## config.mk

```make
export PLATFORM = sky130hd
export DESIGN_NAME = vcs_div
export DESIGN_NICKNAME = d
export VERILOG_FILES = /design/src/rtl/core/vorticity_confinement_step_macros.svh /design/src/rtl/core/vcs_pkg.sv /design/src/rtl/core/vcs_div.sv
export SDC_FILE = /design/constraint.sdc
export NUM_CORES = 2
export LEC_CHECK = 0
export ABC_AREA = 0
export ABC_CLOCK_PERIOD_IN_PS = 4970
export BUFFER_PORTS_ARGS = -buffer_cell sky130_fd_sc_hd__buf_2
export CORE_AREA = 8 8 356 358
export CTS_CLUSTER_DIAMETER = 60
export CTS_CLUSTER_SIZE = 8
export DETAILED_ROUTE_END_ITERATION = 12
export DIE_AREA = 0 0 364 366
export PLACE_DENSITY = 0.76
export SLEW_MARGIN = 15
export SYNTH_ARGS = -nofsm -noshare
export SYNTH_HDL_FRONTEND = slang
export SYNTH_SLANG_ARGS = --single-unit
```

## constraint.sdc

```tcl
create_clock -name clk_i -period 4.97 [get_ports clk_i]
set_clock_uncertainty 0.2 [all_clocks]
set_input_delay 1.2425 -clock clk_i [delete_from_list [all_inputs] [get_ports clk_i]]
set_output_delay 1.2425 -clock clk_i [all_outputs]
set_load 0.02 [all_outputs]
```

## src/rtl/core/vorticity_confinement_step_macros.svh

```systemverilog
// Assertion macros for the vorticity confinement step block.
// Used by the top level only; expects clk_i and rst_ni in scope.
`ifndef VORTICITY_CONFINEMENT_STEP_MACROS_SVH
`define VORTICITY_CONFINEMENT_STEP_MACROS_SVH
`ifndef SYNTHESIS
`define VCS_ASSERT(lbl, prop, msg) \
  lbl: assert property (@(posedge clk_i) disable iff (!rst_ni) prop) else $error(msg);
`define VCS_ASSERT_NEVER(lbl, cond, msg) \
  lbl: assert property (@(posedge clk_i) disable iff (!rst_ni) !(cond)) else $error(msg);
`else
`define VCS_ASSERT(lbl, prop, msg)
`define VCS_ASSERT_NEVER(lbl, cond, msg)
`endif
`endif

```

## src/rtl/core/vcs_pkg.sv

```systemverilog
// Shared types, constants and helpers for the vorticity confinement step.
// No dependencies.
`timescale 1ns / 1ps
`default_nettype none
package vcs_pkg;
  localparam int WORD_W      = 32;
  localparam int FRAC_W      = 20;
  localparam int RAD_W       = 2 * WORD_W;
  localparam int ROOT_W      = WORD_W;
  localparam int SQRT_STAGES = ROOT_W;
  localparam int QUO_W       = FRAC_W + 1;
  localparam int DIV_STAGES  = QUO_W;
  localparam int UNIT_W      = QUO_W + 1;
  localparam int LINE_LEN    = SQRT_STAGES + DIV_STAGES;
  // input reg, five front stages, delay line, three back stages
  localparam int PIPE_LAT    = 6 + LINE_LEN + 3;
  localparam int IDX_W       = 8;

  typedef enum logic [IDX_W-1:0] {
    CFG_PASS_MODE = 8'd0,
    CFG_GAIN      = 8'd1,
    CFG_THRESH    = 8'd2,
    CFG_LIMIT     = 8'd3
  } cfg_idx_e;

  typedef struct packed {
    logic signed [WORD_W-1:0] vx;
    logic signed [WORD_W-1:0] vy;
    logic signed [WORD_W-1:0] zc;
    logic signed [WORD_W-1:0] curl;
    logic                     edge_c;
    logic                     sx;
    logic                     sy;
    logic [WORD_W-1:0]        mx;
    logic [WORD_W-1:0]        my;
    logic                     pass;
  } carry_t;

  function automatic logic [WORD_W-1:0] abs_w(input logic signed [WORD_W-1:0] v);
    abs_w = v[WORD_W-1] ? (~v + 1'b1) : v;
  endfunction
endpackage
`default_nettype wire

```

## src/rtl/core/vcs_div.sv

```systemverilog
// Pipelined restoring divider: floor((num << FRAC_W) / den), one quotient bit per stage.
// Valid only when num <= den, so the quotient fits QUO_W bits. Depends on vcs_pkg.
`timescale 1ns / 1ps
`default_nettype none
module vcs_div
  import vcs_pkg::*;
(
  input  wire logic              clk_i,
  input  wire logic [WORD_W-1:0] num_i,
  input  wire logic [ROOT_W-1:0] den_i,
  output logic      [QUO_W-1:0]  quo_o
);
  logic [ROOT_W-1:0] den_q [DIV_STAGES];
  logic [ROOT_W-1:0] par_q [DIV_STAGES];
  logic [QUO_W-1:0]  quo_q [DIV_STAGES];

  for (genvar j = 0; j < DIV_STAGES; j++) begin : g_stage
    logic [ROOT_W-1:0] den_p, par_p;
    logic [QUO_W-1:0]  quo_p;
    logic              nbit;
    logic [ROOT_W:0]   cur;
    logic              ge;
    if (j == 0) begin : g_first
      assign den_p = den_i;
      assign par_p = {1'b0, num_i[WORD_W-1:1]};
      assign quo_p = '0;
      assign nbit  = num_i[0];
    end else begin : g_rest
      assign den_p = den_q[j-1];
      assign par_p = par_q[j-1];
      assign quo_p = quo_q[j-1];
      assign nbit  = 1'b0;
    end
    always_comb begin
      cur = {par_p, nbit};
      ge  = cur >= {1'b0, den_p};
    end
    always_ff @(posedge clk_i) begin
      den_q[j] <= den_p;
      par_q[j] <= ge ? ROOT_W'(cur - {1'b0, den_p}) : cur[ROOT_W-1:0];
      quo_q[j] <= {quo_p[QUO_W-2:0], ge};
    end
  end

  assign quo_o = quo_q[DIV_STAGES-1];
endmodule
`default_nettype wire

```

# After elaboration in Yosys (flattened, before gate mapping)
# Memories as Yosys holds them, arrays and structs flattened.
# Cells that the tools add are included.
# classes
addsub	21
n_lt_le_gt_ge	21
n_mux	21
# ops
operator	count
$mux W32	21
$sub A32 B32 Y32	21
$ge A33 B32 Y1	20
$ge A32 B32 Y1	1
# word_totals
elab_cells	66
out_inout_bits	21
mem_count	3
reg_bits	0
ram_bits	1785
inputBits	65
# mem_list
name	depth	word_bits	rd	rd_clocked_by_memory_dff	write_ports	line_no	source
den_q	21	32	20	0	21	vcs_div.sv:13	logic [ROOT_W-1:0] den_q [DIV_STAGES];
par_q	21	32	20	0	21	vcs_div.sv:14	logic [ROOT_W-1:0] par_q [DIV_STAGES];
quo_q	21	21	21	0	21	vcs_div.sv:15	logic [QUO_W-1:0] quo_q [DIV_STAGES];

# Logic depth before layout (Yosys ltp)
# An unclocked memory read counts as a cell.
# logic_depth
depth_word	3
depth_mapped	16
ltp_nobuf	14

# Worst setup path after synthesis
# OpenSTA, ideal clock, no wires.
# synth_timing
path_kind	input-to-reg
startpoint	in num_i[0]
endpoint	mem par_q[0][20] (netlist bit)
path_stages	15
setup_ns	0.121
t_arrival_ns	3.946
required_time_ns	4.649
slack_ns	0.704
path_buffers	1
path_cell_list	inv_1 -> ha_1 -> fa_1 -> nor2b_1 -> o21ai_0 -> a21oi_1 -> o22a_1 -> a21oi_1 -> o31ai_1 -> a2111oi_0 -> o21a_1 -> or2_1 -> clkbuf_1 -> inv_1 -> mux2_2
# synth_rtl
element	line_no	source
from (decl)	vcs_div.sv:9	input wire logic [WORD_W-1:0] num_i,
to (decl)	vcs_div.sv:14	

==> flow_metrics.tcl <==
set metrics [dict create \
    dr_total_vias 55690 \
    cts_max_level 4 \
    design_area_sq_mm 0.08024 \
    start_util_pct 59.69 \
    cp-endpoint "par_q[0][44]" \
    worst-setup-path-type "reg -> reg" \
    slew_violations 0 \
    fillers 9531 \
    postCtsSetupBuffers 0 \
    ys_types 82 \
    synthesis.nets 8683 \
    antenna_found_initial 4 \
    ant_nets 0 \
    track_usage_pct 25.52 \
    rsz0062_at_grt "false" \
    setup_ws_ps 460.5 \
    crit_top_cell "o21ai_0" \
    place_ws_ps 198.1 \
    ys.flop_type "dfxtp_1" \
    hp-start "quo_q[0][85]" \
    syn_inst 7927 \
    final_common_cell "dfxtp_1" \
    wl_microns 175500 \
    ys_seq_area_share_pct 41.91 \
    cts_resized 0 \
    irDropWorstVdd_uv 551.3 \
    ys_seq_elements 1511 \
    rr_worst_depth 14 \
    critPathBufInv 2 \
    period_needed_ps 4509 \
    slowest_delay_ps 580 \
    globalRouteOverflowTotal 0 \
    syn_area_sq_mm 0.07217 \
    final_cell_mix "dfxtp_1 (1511), inv_1 (847), a21oi_1 (701)" \
    power.density_mw_per_mm2 775.2 \
    portBuffers 85 \
    period_share_pct 90.73 \
    finalSetupViolCount 0 \
    status "complete, no violations" \
    critPathCaptureType "flop" \
    viasPerCell 5.727 \
    r2r_slack_ps 460 \
    dieWidth_microns 364 \
    io_pins 86 \
    place_area_sq_mm 0.07448 \
    cp_slowest_cell "o31ai_1" \
    grt_max_degree 65 \
    critical_path_required_ps 5470 \
    grt_first_pass_wirelength_microns 281100 \
    final_nets 8833 \
    fin_cells 9723 \
    crit_path_max_fanout 33 \
    synth_top_area_share_pct 41.91 \
    tightestPinTransition_ps 936.8 \
    core_area_sq_mm 0.1209 \
    synth_warnings 0 \
    yosysTopAreaCell "dfxtp_1" \
    cts_tree "done" \
    cts_hold_buf 0 \
    wire_per_inst_microns 18.05 \
    fin_setup_tns_ps 0 \
    drive_gt1_share_pct 8.139 \
    cp-start-kind "flop" \
    critical_path_depth 14 \
    clk_path_buf_depth 3 \
    syn_area_per_cell_sq_um 9.104 \
    dieArea_sq_mm 0.1332 \
    critical_path.startpoint "den_q[0][1]" \
    async_reset_ff_share_pct 0 \
    dp_hpwl_microns 133800 \
    insertion_delay_ps 830 \
    crit_chain "inv_1 -> ha_1 -> nor2b_1 -> o31a_1 -> o21ai_0 -> a21oi_1 -> o31ai_1 -> a211oi_1 -> o22ai_1 -> o21ai_0 -> a21boi_0 -> o41ai_4 -> buf_4 -> mux2_2" \
    die_h_microns 366 \
    synthTopCellsByArea "dfxtp_1 (42%), ha_1 (12%), a21oi_1 (4.9%)" \
    fmax_mhz 221.8 \
    grt_pass1_vias 54790 \
    drv_cap 0 \
    min_path_type "reg -> reg" \
    area_growth_pct 11.18 \
    cts_made_buffers 208 \
    max-slew-margin-rel_pct 35.93 \
    reg2reg_from "den_q[0][1]" \
    cp.arrival_ps 5010 \
    finalWeightedCongestion 0.9736 \
    path_delay_family "compound AO/OA/AOI/OAI gates" \
    drt_pass1_iterations 6 \
    place_inst 9492 \
    drtIter0Drc 4110 \
    route.detailed.drc 0 \
    r2r-end "par_q[0][44]" \
    finalHoldViolCount 0 \
    synth_enable_flop_cells 0 \
    ctsRootBufferMaster "clkbuf_16" \
    cts.sinks 1511 \
    leakagePower_nw 37.59 \
    clk_transition_reported_paths_ps 50 \
    rows 128 \
]
## worst reg2reg max path, stage by stage, from the launching register on
cell and delay (ps):
dfxtp_1 390, inv_1 60, ha_1 290, nor2b_1 150, o31a_1 270, o21ai_0 270
a21oi_1 170, o31ai_1 580, a211oi_1 220, o22ai_1 380, o21ai_0 150, a21boi_0 470
o41ai_4 90, buf_4 280, mux2_2 370
## Yosys cell counts, types with 84 or more instances
library cell	instances
o21ai_0	526
a21oi_1	703
xor2_1	222
ha_1	671
nand3_1	142
mux2_2	235
dfxtp_1	1511
clkbuf_1	156
nand4_1	90
nor2_1	466
o21a_1	104
nand2_1	520
xnor2_1	318
inv_1	847
nand2b_1	96
o21bai_1	84
nor2b_1	103
a21o_1	332
## registers in the layout, indices dropped and copies added (netlist names)
signal / count
quo_q: 231
par_q: 640
den_q: 640
## worst min path at each step
stage,to,cells after the start,slack (ps)
CTS,quo_q[0][107],0,80
finish,quo_q[0][107],0,90
floorplan,quo_q[0][106],0,110
global route,quo_q[0][107],0,90
detailed placement,quo_q[0][152],0,110
global placement,quo_q[2][43],0,110
## cell type report
cell class | count | area, sq um | share of cell area [%]
sequential | 1511 | 30250 | 37.70
inverter | 847 | 3179 | 3.962
tap | 1625 | 2033 | 2.534
clock inverter | 18 | 515.5 | 0.6424
antenna | 1 | 2.502 | 0.003119
multi-input combinational | 5373 | 38060 | 47.44
clock buffer | 212 | 5240 | 6.530
timing repair buffer | 136 | 958.4 | 1.194
## stage by stage
step | hold slack, ps | util [%] | total power, mW
6_report | 94.96 | 66.36 | 62.20
5_1_grt | 90.86 | 66.36 | 66.54
4_1_cts | 80.46 | 66.36 | 62.05
3_5_place_dp | 112.1 | 61.60 | 48.85
3_3_place_gp | 109.8 | 61.60 | 48.13
2_1_floorplan | 109.6 | - | 41.49
## layer usage
metal  global-route usage (%)  share of wire, %
met1                    31.92                43
met2                    43.57                48
met3                    4.015               5.2
met4                    10.82               4.2
met5                        0                 0
## power by group
group	switching (mW)	total, mW	internal (mW)
sequential	2.30	18.6	16.3
combinational	17.4	31.0	13.6
clock	5.12	12.6	7.52
## cell families after synthesis
| kind of cell | count (synthesis) | synth area share [%] |
|---|---|---|
| XOR/XNOR | 540 | 6.553 |
| adder cells (fa/ha/maj) | 691 | 12.19 |
| flip-flops | 1511 | 41.91 |
| AND/OR/NAND/NOR | 1691 | 11.00 |
| buffers and inverters | 1043 | 5.515 |
| multiplexers | 245 | 3.807 |
| AO/OA/AOI/OAI | 2206 | 19.03 |
No activity file was read; power rests on OpenSTA's default activity.
